<file path="config.mk">
export PLATFORM = sky130hd
export DESIGN_NAME = battery_level_monitor
export DESIGN_NICKNAME = d
export VERILOG_FILES = /design/src/sv/blm_pkg.sv /design/src/sv/blm_regs.sv /design/src/sv/blm_estimate.sv /design/src/sv/blm_result.sv /design/src/sv/battery_level_monitor.sv
export SDC_FILE = /design/constraint.sdc
export NUM_CORES = 1
export LEC_CHECK = 0
export BUFFER_PORTS_ARGS = -buffer_cell sky130_fd_sc_hd__buf_2
export CAP_MARGIN = 20
export CORE_UTILIZATION = 50
export CTS_CLUSTER_SIZE = 12
export DETAILED_ROUTE_END_ITERATION = 6
export GPL_ROUTABILITY_DRIVEN = 0
export HOLD_SLACK_MARGIN = 0.12
export PLACE_DENSITY = 0.71
export SLEW_MARGIN = 20
export SYNTH_ARGS = -nofsm -noshare
export SYNTH_HDL_FRONTEND = slang
export SYNTH_SLANG_ARGS = --single-unit
</file>
<file path="constraint.sdc">
create_clock -name clk -period 15.4 [get_ports clk]
set_clock_uncertainty 0.05 [all_clocks]
set_input_delay 3.08 -clock clk [delete_from_list [all_inputs] [get_ports clk]]
set_output_delay 3.08 -clock clk [all_outputs]
set_load 0.05 [all_outputs]
</file>
<file path="src/sv/blm_pkg.sv">
// Shared types and constants for the battery level monitor.
// No dependencies; the sv files refer to it by scoped names, the test files import it.
package blm_pkg;

	localparam int unsigned DataW   = 16;
	localparam int unsigned SumW    = 18;
	localparam int unsigned CountW  = 2;
	localparam int unsigned RegIdxW = 3;
	localparam int unsigned AddrW   = 5;
	localparam int unsigned PDataW  = 32;

	// Margin under which the whole reading wins over a close estimate
	localparam logic [DataW-1:0] NearMargin = 16'd1700;

	// Four confirm samples, averaged by a shift of two
	localparam logic [CountW-1:0] LastSample   = 2'd3;
	localparam int unsigned       ConfirmShift = 2;

	typedef enum logic [RegIdxW-1:0] {
		REG_OFFSET_FULL    = 3'd0,
		REG_OFFSET_MID     = 3'd1,
		REG_LOW_THRESHOLD  = 3'd2,
		REG_STOP_THRESHOLD = 3'd3,
		REG_DISCONNECT     = 3'd4,
		REG_ALKALINE_WARN  = 3'd5,
		REG_GOOD_FULL      = 3'd6,
		REG_LITHIUM        = 3'd7
	} reg_idx_t;

	typedef enum logic [1:0] {
		STATUS_NORMAL       = 2'd0,
		STATUS_WARNING      = 2'd1,
		STATUS_STOP         = 2'd2,
		STATUS_DISCONNECTED = 2'd3
	} status_t;

	typedef enum logic {
		REQ_SINGLE  = 1'b0,
		REQ_CONFIRM = 1'b1
	} req_t;

	typedef struct packed {
		logic [DataW-1:0] offset_full;
		logic [DataW-1:0] offset_mid;
		logic [DataW-1:0] low_threshold;
		logic [DataW-1:0] stop_threshold;
		logic [DataW-1:0] disconnect_level;
		logic [DataW-1:0] alkaline_warn_level;
		logic [DataW-1:0] good_full_level;
		logic [DataW-1:0] lithium_level;
	} cfg_t;

	// Input stage contents handed to the result stage
	typedef struct packed {
		logic             valid;
		req_t             req;
		logic [DataW-1:0] mid;
	} stage_t;

endpackage

</file>
<file path="src/sv/blm_regs.sv">
// APB-style configuration register file of the battery level monitor.
// Depends on blm_pkg for the register index codes and the config struct.
module blm_regs (
	input  logic                        clk,
	input  logic                        arst_n,
	input  logic                        psel,
	input  logic                        penable,
	input  logic                        pwrite,
	input  logic [blm_pkg::AddrW-1:0]   paddr,
	input  logic [blm_pkg::PDataW-1:0]  pwdata,
	output logic [blm_pkg::PDataW-1:0]  prdata,
	output logic                        pready,
	output blm_pkg::cfg_t               cfg
);

	blm_pkg::cfg_t     cfg_q;
	blm_pkg::reg_idx_t idx;
	logic              wr_en;
	logic [blm_pkg::DataW-1:0] wdata;
	logic [blm_pkg::DataW-1:0] rdata;

	assign idx    = blm_pkg::reg_idx_t'(paddr[blm_pkg::AddrW-1:2]);
	assign wr_en  = psel && penable && pwrite;
	assign wdata  = pwdata[blm_pkg::DataW-1:0];
	assign pready = 1'b1;
	assign cfg    = cfg_q;

	// Write the addressed register in the access cycle
	always_ff @(posedge clk or negedge arst_n) begin
		if (!arst_n) begin
			cfg_q <= '0;
		end else if (wr_en) begin
			unique case (idx)
				blm_pkg::REG_OFFSET_FULL:    cfg_q.offset_full         <= wdata;
				blm_pkg::REG_OFFSET_MID:     cfg_q.offset_mid          <= wdata;
				blm_pkg::REG_LOW_THRESHOLD:  cfg_q.low_threshold       <= wdata;
				blm_pkg::REG_STOP_THRESHOLD: cfg_q.stop_threshold      <= wdata;
				blm_pkg::REG_DISCONNECT:     cfg_q.disconnect_level    <= wdata;
				blm_pkg::REG_ALKALINE_WARN:  cfg_q.alkaline_warn_level <= wdata;
				blm_pkg::REG_GOOD_FULL:      cfg_q.good_full_level     <= wdata;
				blm_pkg::REG_LITHIUM:        cfg_q.lithium_level       <= wdata;
				default: ;
			endcase
		end
	end

	// Read mux
	always_comb begin
		unique case (idx)
			blm_pkg::REG_OFFSET_FULL:    rdata = cfg_q.offset_full;
			blm_pkg::REG_OFFSET_MID:     rdata = cfg_q.offset_mid;
			blm_pkg::REG_LOW_THRESHOLD:  rdata = cfg_q.low_threshold;
			blm_pkg::REG_STOP_THRESHOLD: rdata = cfg_q.stop_threshold;
			blm_pkg::REG_DISCONNECT:     rdata = cfg_q.disconnect_level;
			blm_pkg::REG_ALKALINE_WARN:  rdata = cfg_q.alkaline_warn_level;
			blm_pkg::REG_GOOD_FULL:      rdata = cfg_q.good_full_level;
			blm_pkg::REG_LITHIUM:        rdata = cfg_q.lithium_level;
			default:                     rdata = '0;
		endcase
	end

	assign prdata = {{(blm_pkg::PDataW - blm_pkg::DataW){1'b0}}, rdata};

endmodule

</file>
<file path="src/sv/blm_estimate.sv">
// Equivalent battery voltage from the whole and mid readings (combinational).
// Depends on blm_pkg for the config struct and the near margin.
module blm_estimate (
	input  blm_pkg::cfg_t               cfg,
	input  logic [blm_pkg::DataW-1:0]   whole,
	input  logic [blm_pkg::DataW-1:0]   mid,
	output logic [blm_pkg::DataW-1:0]   voltage
);

	localparam int unsigned EstW    = blm_pkg::DataW + 2;
	localparam int unsigned MarginW = EstW + 1;

	logic [blm_pkg::DataW-1:0] w, m, t;
	logic [blm_pkg::DataW-1:0] big, little, half, weakest;
	logic [EstW-1:0]           est;
	logic [MarginW-1:0]        est_margin;

	// Offset both readings and form the difference
	assign w = whole + cfg.offset_full;
	assign m = mid + cfg.offset_mid;
	assign t = w - m;

	// Weakest cell: take the smaller part against half of the larger one
	always_comb begin
		if (t > m) begin
			big    = t;
			little = m;
		end else begin
			big    = m;
			little = t;
		end
		half    = big >> 1;
		weakest = (little > half) ? (little - half) : (little >> 1);
	end

	assign est        = {weakest, 2'b00};
	assign est_margin = {1'b0, est} + MarginW'(blm_pkg::NearMargin);

	// Pick the voltage: raw, offset whole, zero, or the clamped estimate
	always_comb begin
		if (whole < cfg.disconnect_level) begin
			voltage = whole;
		end else if (mid <= cfg.disconnect_level) begin
			voltage = w;
		end else if (w < m) begin
			voltage = '0;
		end else if (m < cfg.disconnect_level) begin
			voltage = w;
		end else if (est > {2'b00, w}) begin
			voltage = w;
		end else if (est <= {2'b00, cfg.alkaline_warn_level}
				&& est_margin > {3'b000, w}) begin
			voltage = w;
		end else begin
			voltage = est[blm_pkg::DataW-1:0];
		end
	end

endmodule

</file>
<file path="src/sv/blm_result.sv">
// Result stage: grading, confirm averaging and the output register.
// Depends on blm_pkg for status and request codes and shared structs.
module blm_result (
	input  logic                        clk,
	input  logic                        arst_n,
	input  blm_pkg::cfg_t               cfg,
	input  blm_pkg::stage_t             stage,
	input  logic [blm_pkg::DataW-1:0]   est_voltage,
	output logic                        take,
	output logic                        out_valid,
	input  logic                        out_ready,
	output logic [blm_pkg::DataW-1:0]   voltage,
	output logic [1:0]                  status,
	output logic                        is_lithium,
	output logic                        non_full
);

	logic                        out_valid_q;
	logic [blm_pkg::SumW-1:0]    sum_q, sum_next;
	logic [blm_pkg::CountW-1:0]  count_q;
	logic [blm_pkg::DataW-1:0]   voltage_q, avg, res_voltage;
	blm_pkg::status_t            status_q, res_status, grade_v, grade_avg;
	logic                        is_lithium_q, non_full_q, res_lithium, res_non_full;
	logic                        last, emits, slot_free, confirm;

	assign confirm   = (stage.req == blm_pkg::REQ_CONFIRM);
	assign last      = (count_q == blm_pkg::LastSample);
	assign emits     = !confirm || last;
	assign slot_free = !out_valid_q || out_ready;
	assign take      = stage.valid && (!emits || slot_free);

	assign sum_next = sum_q + {{(blm_pkg::SumW - blm_pkg::DataW){1'b0}}, est_voltage};
	assign avg      = sum_next[blm_pkg::ConfirmShift +: blm_pkg::DataW];

	// Three-level grade of a voltage
	function automatic blm_pkg::status_t grade(
		input logic [blm_pkg::DataW-1:0] v,
		input logic [blm_pkg::DataW-1:0] low,
		input logic [blm_pkg::DataW-1:0] stop
	);
		if (v > low)
			return blm_pkg::STATUS_NORMAL;
		else if (v > stop)
			return blm_pkg::STATUS_WARNING;
		else
			return blm_pkg::STATUS_STOP;
	endfunction

	assign grade_v   = grade(est_voltage, cfg.low_threshold, cfg.stop_threshold);
	assign grade_avg = grade(avg, cfg.low_threshold, cfg.stop_threshold);

	// Form the result fields for either request kind
	always_comb begin
		if (confirm) begin
			res_voltage  = avg;
			res_status   = grade_avg;
			res_lithium  = 1'b0;
			res_non_full = 1'b0;
		end else begin
			res_voltage = est_voltage;
			if (grade_v == blm_pkg::STATUS_STOP && est_voltage <= cfg.disconnect_level)
				res_status = blm_pkg::STATUS_DISCONNECTED;
			else
				res_status = grade_v;
			res_lithium  = (est_voltage >= cfg.lithium_level);
			res_non_full = (est_voltage <= cfg.good_full_level)
				&& (stage.mid > cfg.disconnect_level);
		end
	end

	// Output valid and confirm accumulator
	always_ff @(posedge clk or negedge arst_n) begin
		if (!arst_n) begin
			out_valid_q <= 1'b0;
			sum_q       <= '0;
			count_q     <= '0;
		end else begin
			if (take && emits)
				out_valid_q <= 1'b1;
			else if (out_ready)
				out_valid_q <= 1'b0;
			if (take && confirm) begin
				if (last) begin
					sum_q   <= '0;
					count_q <= '0;
				end else begin
					sum_q   <= sum_next;
					count_q <= count_q + 1'b1;
				end
			end
		end
	end

	// Result payload, loaded with each emitted item
	always_ff @(posedge clk) begin
		if (take && emits) begin
			voltage_q    <= res_voltage;
			status_q     <= res_status;
			is_lithium_q <= res_lithium;
			non_full_q   <= res_non_full;
		end
	end

	assign out_valid  = out_valid_q;
	assign voltage    = voltage_q;
	assign status     = status_q;
	assign is_lithium = is_lithium_q;
	assign non_full   = non_full_q;

endmodule

</file>
<file path="src/sv/battery_level_monitor.sv">
// Battery level monitor: grades the battery stack from a pair of ADC readings.
//
// Input channel (in_valid/in_ready): one item carries req_type, whole_reading
// and mid_reading. Output channel (out_valid/out_ready): voltage, status,
// is_lithium and non_full. Configuration goes through the APB-style port,
// one 16-bit register every 4 bytes; pready is always high.
//
// A single request (req_type 0) gives one result. Confirm requests
// (req_type 1) add up; the fourth gives the average and the next three give
// nothing. Single requests in between leave the running average alone.
//
// A result passes the input register, then the result register, on its way
// to the output. Throughput: one item per cycle while the receiver does not
// stall, set by the combinational estimate between the two registers.
// When the receiver stalls, the result holds and the input register still
// takes one more item; confirm items that give no result keep flowing.
// Reset clears the config registers, the confirm sum and count, and both valids.
// Depends on blm_pkg, blm_regs, blm_estimate and blm_result.
module battery_level_monitor (
	input  logic                        clk,
	input  logic                        arst_n,
	input  logic                        psel,
	input  logic                        penable,
	input  logic                        pwrite,
	input  logic [blm_pkg::AddrW-1:0]   paddr,
	input  logic [blm_pkg::PDataW-1:0]  pwdata,
	output logic [blm_pkg::PDataW-1:0]  prdata,
	output logic                        pready,
	input  logic                        in_valid,
	output logic                        in_ready,
	input  logic                        req_type,
	input  logic [blm_pkg::DataW-1:0]   whole_reading,
	input  logic [blm_pkg::DataW-1:0]   mid_reading,
	output logic                        out_valid,
	input  logic                        out_ready,
	output logic [blm_pkg::DataW-1:0]   voltage,
	output logic [1:0]                  status,
	output logic                        is_lithium,
	output logic                        non_full
);

	blm_pkg::cfg_t             cfg;
	blm_pkg::stage_t           stage;
	logic                      valid_s1;
	blm_pkg::req_t             req_s1;
	logic [blm_pkg::DataW-1:0] whole_s1, mid_s1;
	logic [blm_pkg::DataW-1:0] est_voltage;
	logic                      take, in_accept;

	blm_regs u_regs (
		.clk     (clk),
		.arst_n  (arst_n),
		.psel    (psel),
		.penable (penable),
		.pwrite  (pwrite),
		.paddr   (paddr),
		.pwdata  (pwdata),
		.prdata  (prdata),
		.pready  (pready),
		.cfg     (cfg)
	);

	assign in_ready  = !valid_s1 || take;
	assign in_accept = in_valid && in_ready;

	// Input stage valid
	always_ff @(posedge clk or negedge arst_n) begin
		if (!arst_n) begin
			valid_s1 <= 1'b0;
		end else if (in_ready) begin
			valid_s1 <= in_valid;
		end
	end

	// Input stage payload
	always_ff @(posedge clk) begin
		if (in_accept) begin
			req_s1   <= blm_pkg::req_t'(req_type);
			whole_s1 <= whole_reading;
			mid_s1   <= mid_reading;
		end
	end

	blm_estimate u_estimate (
		.cfg     (cfg),
		.whole   (whole_s1),
		.mid     (mid_s1),
		.voltage (est_voltage)
	);

	assign stage.valid = valid_s1;
	assign stage.req   = req_s1;
	assign stage.mid   = mid_s1;

	blm_result u_result (
		.clk         (clk),
		.arst_n      (arst_n),
		.cfg         (cfg),
		.stage       (stage),
		.est_voltage (est_voltage),
		.take        (take),
		.out_valid   (out_valid),
		.out_ready   (out_ready),
		.voltage     (voltage),
		.status      (status),
		.is_lithium  (is_lithium),
		.non_full    (non_full)
	);

endmodule

</file>
==> reports/metrics.cfg, run 1 <==
[routing]
routed_wl_um = 66800
wl_per_cell_um = 21.1
first_iter_violations = 1843
drc_errors = 5
routed_via_density = 6.10
final_antenna_net_count = 0
via_count = 19300
first_pass_iters = 7

[job]
maxCapViolCount = 0

[logic_synthesis]
ys_types = 105
ys_seq_area_share_pct = 27.7
yosysWarnings = 0
synth.avg_cell_area_sq_um = 8.96
async_flop_share_pct = 73.9
netlist_instances = 2157
synth_top_flop_cell = dfrtp_1
synth_edf_count = 53
synthesis.area_sq_mm = 0.0193
ys_ff_latch = 203

[sta]
slew_viol_final = 0
max_slew.worst_pin.slew_ns = 1.15
final-setup-viol-count = 0
hold_viol = 0
layout_setup_ws_ns = 0.0628
rsz0062_at_grt = true
fmax_mhz = 65.2
finalCritPeriodShare_pct = 99.6
max_slew_margin_pct = 23.4
min_period_ns = 15.34

[cells_and_area]
layout_commonest_cell = buf_4
antennaDiodeCount = 0
mostFrequentLayoutCells = buf_4 (414), ha_1 (276), inv_1 (165)
n_fill_cell = 2986
syn2layout_area_growth_pct = 28.6
nets = 3004
drive_gt1_share_pct = 31.3

[die]
initial_core_util_pct = 51.1
pin_count = 132
die_x_um = 199
die_y_um = 199
die_area_sq_mm = 0.0394
coreArea_sq_mm = 0.0378
num_rows = 71

[clock_network]
clockBufferDepth = 3
path_clk_slew_ns = 0.06
numCtsBuffers = 22
hold_buffers = 0
clock-sinks = 203
root_buffer = clkbuf_16
cts_tree = yes
worstSkewPairLatency_ns = 0.53
htreeDepth = 1

[grt]
grtUsageMet1_pct = 40.7
top_usage_layer = met2
grt_pass1_vias = 19000
grt_antenna_before_repair = 0
grt_usage_pct = 33.1
grt_pass1_wl_um = 100000
grt-ovfl-total = 0
grt_util_met2_pct = 55.8
met3_usage_pct = 3.53
grt_max_degree = 92

[setup_path]
worstPathMaxFanout = 8
worst-setup-path-type = reg -> reg
crit_path_start_kind = flop
end_kind = flop
max_stage_delay_ns = 0.42
worstPathRequired_ns = 15.61
cp.arrival_ns = 15.55
cpMaxStageDelayCell = edfxtp_1
rr_worst_depth = 88

[placement]
dp_slack_ns = -1.23
io_buffers = 96
dpl.hpwl_um = 51400

[status]
failed_checks = design-rule violations
run_status = finished with violations

[min_path]
hp-class = reg -> reg
hold_depth = 1

## flip-flops by register name, summed over array words and instances, names as in the netlist, 2 cells and up
signal and cells:
u_regs.cfg 128, u_result.sum_q 18, u_result.count_q 2, u_result.voltage 16, whole_s1 16, u_result.status 2
mid_s1 16
## path summary, 6_finish.rpt
kind / from / end / slack (ns)
setup / recovery: whole_s1[0] / u_result.status[0] / 0.06
hold / removal: u_result.count_q[0] / u_result.count_q[0] / 0.45
setup reg to reg: whole_s1[0] / u_result.status[0] / 0.06
hold reg to reg: u_result.count_q[0] / u_result.count_q[0] / 0.45
max in group asynchronous: arst_n / u_regs.cfg[85] / 11.33
min in group asynchronous: arst_n / u_regs.cfg[31] / 2.56
## metrics by stage
stage	cell area [sq um]	cells	util [%]	setup TNS [ns]	hold slack (ns)
after floorplan	19500	2172	-	0	0.406
after global placement	23000	3065	60.8	-1.72	0.432
after detailed placement	23000	3065	60.8	-3.56	0.442
after CTS	24200	3130	63.9	0	0.458
after global routing	24900	3160	65.7	-1.31	0.482
final	24900	3160	65.7	0	0.454
## critical path, delay by kind of cell, from the launching register on
family	cells	cell delay [ns]
muxes	2	0.48
and+or+nand+nor	28	3.99
DFF	1	0.42
xor gates and xnor gates	2	0.35
AOI/OAI and AO/OA	35	5.86
buffers and inverters	12	1.55
adders and majority gates	9	2.36
## area by class of cell
class / instances / area, sq um / area share [%]
multi-input combinational: 1715 / 13800 / 55.7
sequential: 203 / 5350 / 21.5
clock inverter: 5 / 28.8 / 0.116
inverter: 171 / 642 / 2.58
tap: 511 / 639 / 2.57
timing repair buffer: 521 / 3740 / 15.0
clock buffer: 34 / 627 / 2.52
## cells in the mapped netlist, types with 25 or more instances
cell type | instances | area, sq um
mux2_2 | 66 | 743
a21o_1 | 99 | 743
o21ai_0 | 176 | 881
edfxtp_1 | 53 | 1590
inv_1 | 169 | 634
o21a_1 | 27 | 203
dfrtp_1 | 150 | 3750
mux2i_1 | 29 | 290
a21oi_1 | 139 | 696
nor2b_1 | 38 | 238
nand4_1 | 45 | 282
clkbuf_1 | 55 | 206
xnor2_1 | 50 | 438
nand3_1 | 25 | 125
nand2b_1 | 48 | 300
ha_1 | 288 | 3600
nand2_1 | 166 | 623
nor2_1 | 159 | 597
## kinds of logic (layout without fill, tap and decap cells)
group / Yosys count / after routing / synth area share, %
AO/OA/AOI/OAI: 639 / 639 / 22.3
adder cells (fa/ha/maj): 297 / 297 / 19.4
flip-flops: 203 / 203 / 27.7
multiplexers: 115 / 115 / 7.52
XOR/XNOR: 70 / 70 / 3.17
other: 2 / 17 / 0.0389
buffers and inverters: 254 / 731 / 5.30
AND/OR/NAND/NOR: 577 / 577 / 14.6
## repair_timing
action,CTS,global route
setup endpoints to repair,9,12
pin swaps,88,103
buffers inserted,27,30
resized for setup,91,99
## routing by layer
metal / vias up / wire (um) / share of wire, %
li1: 8797 / - / -
met1: 9252 / 25900 / 39
met2: 969 / 31900 / 48
met3: 256 / 4890 / 7.3
met4: 0 / 4150 / 6.2
met5: - / 0 / 0
Power of run 1 is left out: the tool's default activity adds up to more than one toggle a clock period on the data nets, which glitch-free logic cannot reach.
==> run 2: changes to the inputs <==
--- a/config.mk
+++ b/config.mk
@@ -12,6 +12,7 @@
 export DETAILED_ROUTE_END_ITERATION = 6
 export GPL_ROUTABILITY_DRIVEN = 0
 export HOLD_SLACK_MARGIN = 0.12
+export MAX_ROUTING_LAYER = met4
 export PLACE_DENSITY = 0.71
 export SLEW_MARGIN = 20
 export SYNTH_ARGS = -nofsm -noshare
==> reports/metrics.cfg, run 2 (synthesis results as in run 1) <==
[routing]
routed_via_density = 6.06  ; -0.57%
via_count = 19100  ; -0.66%
drc_errors = 0  ; -5
first_iter_violations = 1823  ; -1.1%
final_antenna_net_count = 0  ; unchanged
wl_per_cell_um = 21.0  ; -0.70%
first_pass_iters = 5  ; -2
routed_wl_um = 66300  ; -0.80%

[setup_path]
cp.arrival_ns = 15.45  ; -0.10 ns
worstPathRequired_ns = 15.63  ; +0.02 ns
rr_startpoint = whole_s1[0]
worst-setup-path-type = reg -> reg
crit_path_frequent_cell = a21oi_2
worstPathMaxFanout = 8  ; unchanged
end_kind = flop
max_stage_delay_ns = 0.42  ; about the same
timing.rr.end = u_result.status[1]
crit_path_start_kind = flop
cpMaxStageDelayCell = edfxtp_1
rr_worst_depth = 85  ; -3.4%
reg2reg_slack_ns = 0.17  ; +0.11 ns

[cells_and_area]
multi_input_area_sq_mm = 0.0138  ; -0.49%
layout_commonest_cell = buf_4
largest_reg_flops = 128  ; unchanged
syn2layout_area_growth_pct = 28.1
seq_area_sq_mm = 0.00535  ; unchanged
antennaDiodeCount = 0  ; unchanged
nets = 3001  ; -0.10%
n_fill_cell = 3004  ; +0.60%
fin_area_sq_mm = 0.0248  ; -0.38%
mostFrequentLayoutCells = buf_4 (412), ha_1 (277), inv_1 (165)
drive_gt1_share_pct = 30.9  ; -0.38 points

[sta]
slew_viol_final = 0  ; unchanged
final-setup-viol-count = 0  ; unchanged
fin_tns_setup_ns = 0  ; unchanged
fmax_mhz = 65.7  ; +0.71%
rsz0062_at_grt = true
max_slew_margin_pct = 21.5  ; -1.9 points
hold_viol = 0  ; unchanged
whs_ns = 0.454  ; -0.0000980 ns
max_slew.worst_pin.slew_ns = 1.17  ; +0.0283 ns
min_period_ns = 15.23  ; -0.109 ns
finalCritPeriodShare_pct = 98.9  ; -0.71 points

[die]
die_area_sq_mm = 0.0394  ; unchanged
num_rows = 71  ; unchanged
pin_count = 132  ; unchanged
die_y_um = 199  ; unchanged
die_x_um = 199  ; unchanged
initial_core_util_pct = 51.1  ; unchanged
coreArea_sq_mm = 0.0378  ; unchanged

[min_path]
hp-class = reg -> reg
min_to = u_result.count_q[0]
hold_depth = 1  ; unchanged
holdCritStartpoint = u_result.count_q[0]

[job]
maxCapViolCount = 0  ; unchanged

[grt]
grt_pass1_wl_um = 100000  ; about the same
grt_max_degree = 92  ; unchanged
grt_antenna_before_repair = 0  ; unchanged
grt-ovfl-total = 0  ; unchanged
grt_usage_pct = 34.1  ; +0.96 points
grt_pass1_vias = 19000  ; +0.10%

[clock_network]
clockBufferDepth = 3  ; unchanged
htreeDepth = 1  ; unchanged
cts_tree = yes
path_clk_slew_ns = 0.06  ; about the same
worstSkewPairLatency_ns = 0.53  ; about the same
clock-sinks = 203  ; unchanged
numCtsBuffers = 22  ; unchanged
root_buffer = clkbuf_16

[status]
run_status = finished, final reports clean

[placement]
dpl.hpwl_um = 51400  ; unchanged
io_buffers = 96  ; unchanged
place_area_sq_mm = 0.0230  ; unchanged

==> run 2: worst max path at each step <==
stage	from	endpoint	slack, ns
finish	whole_s1[0]	u_result.status[1]	0.17
global route	whole_s1[0]	u_result.status[1]	-0.59
CTS	u_regs.cfg[96]	u_result.status[0]	0.01
detailed placement	u_regs.cfg[99]	u_result.status[1]	-1.23
global placement	u_regs.cfg[99]	u_result.status[0]	-0.82
floorplan	u_regs.cfg[99]	u_result.status[0]	0.007
==> run 2: metrics by stage <==
| step | std cells | worst slack [ns] | util (%) |
|---|---|---|---|
| finish | 3157 | 0.172 | 65.4 |
| CTS | 3130 | 0.0106 | 63.9 |
| global route | 3157 | -0.590 | 65.4 |
| detailed placement | 3065 | -1.23 | 60.8 |
| floorplan | 2172 | 0.00662 | - |
| global placement | 3065 | -0.822 | 60.8 |
==> run 2: per-layer routing <==
metal	up-vias	routed length, um	part of all wire (%)	track usage (%)
met1	9158	26000	39	40.8
met3	262	4630	7.0	3.32
met4	0	4130	6.2	20.2
met5	-	0	0	-
li1	8802	-	-	-
met2	924	31500	48	55.8
==> run 2: what timing repair did <==
action,CTS,global route
hold endpoints to repair,0,0
hold buffers,0,0
setup buffers,27,27
pin swaps,88,96
setup endpoints to repair,9,12
gates resized for setup,91,87
==> run 2: area by class of cell <==
type,instances,share of cell area (%)
Timing Repair Buffer,518,15.0
Tap cell,511,2.58
Clock inverter,5,0.116
Sequential cell,203,21.6
Inverter,171,2.59
Clock buffer,34,2.53
Multi-Input combinational cell,1715,55.6
==> run 2: worst max-delay path, delay by kind of cell, from the launching register on <==
family / cells / cell delay (ns)
XOR/XNOR: 3 / 0.50
AND/OR/NAND/NOR: 23 / 3.61
buffers and inverters: 9 / 1.05
AO/OA/AOI/OAI: 38 / 6.09
flip-flops: 1 / 0.42
multiplexers: 3 / 0.84
adder cells (fa/ha/maj): 9 / 2.34
Power of run 2 is left out for the same reason.
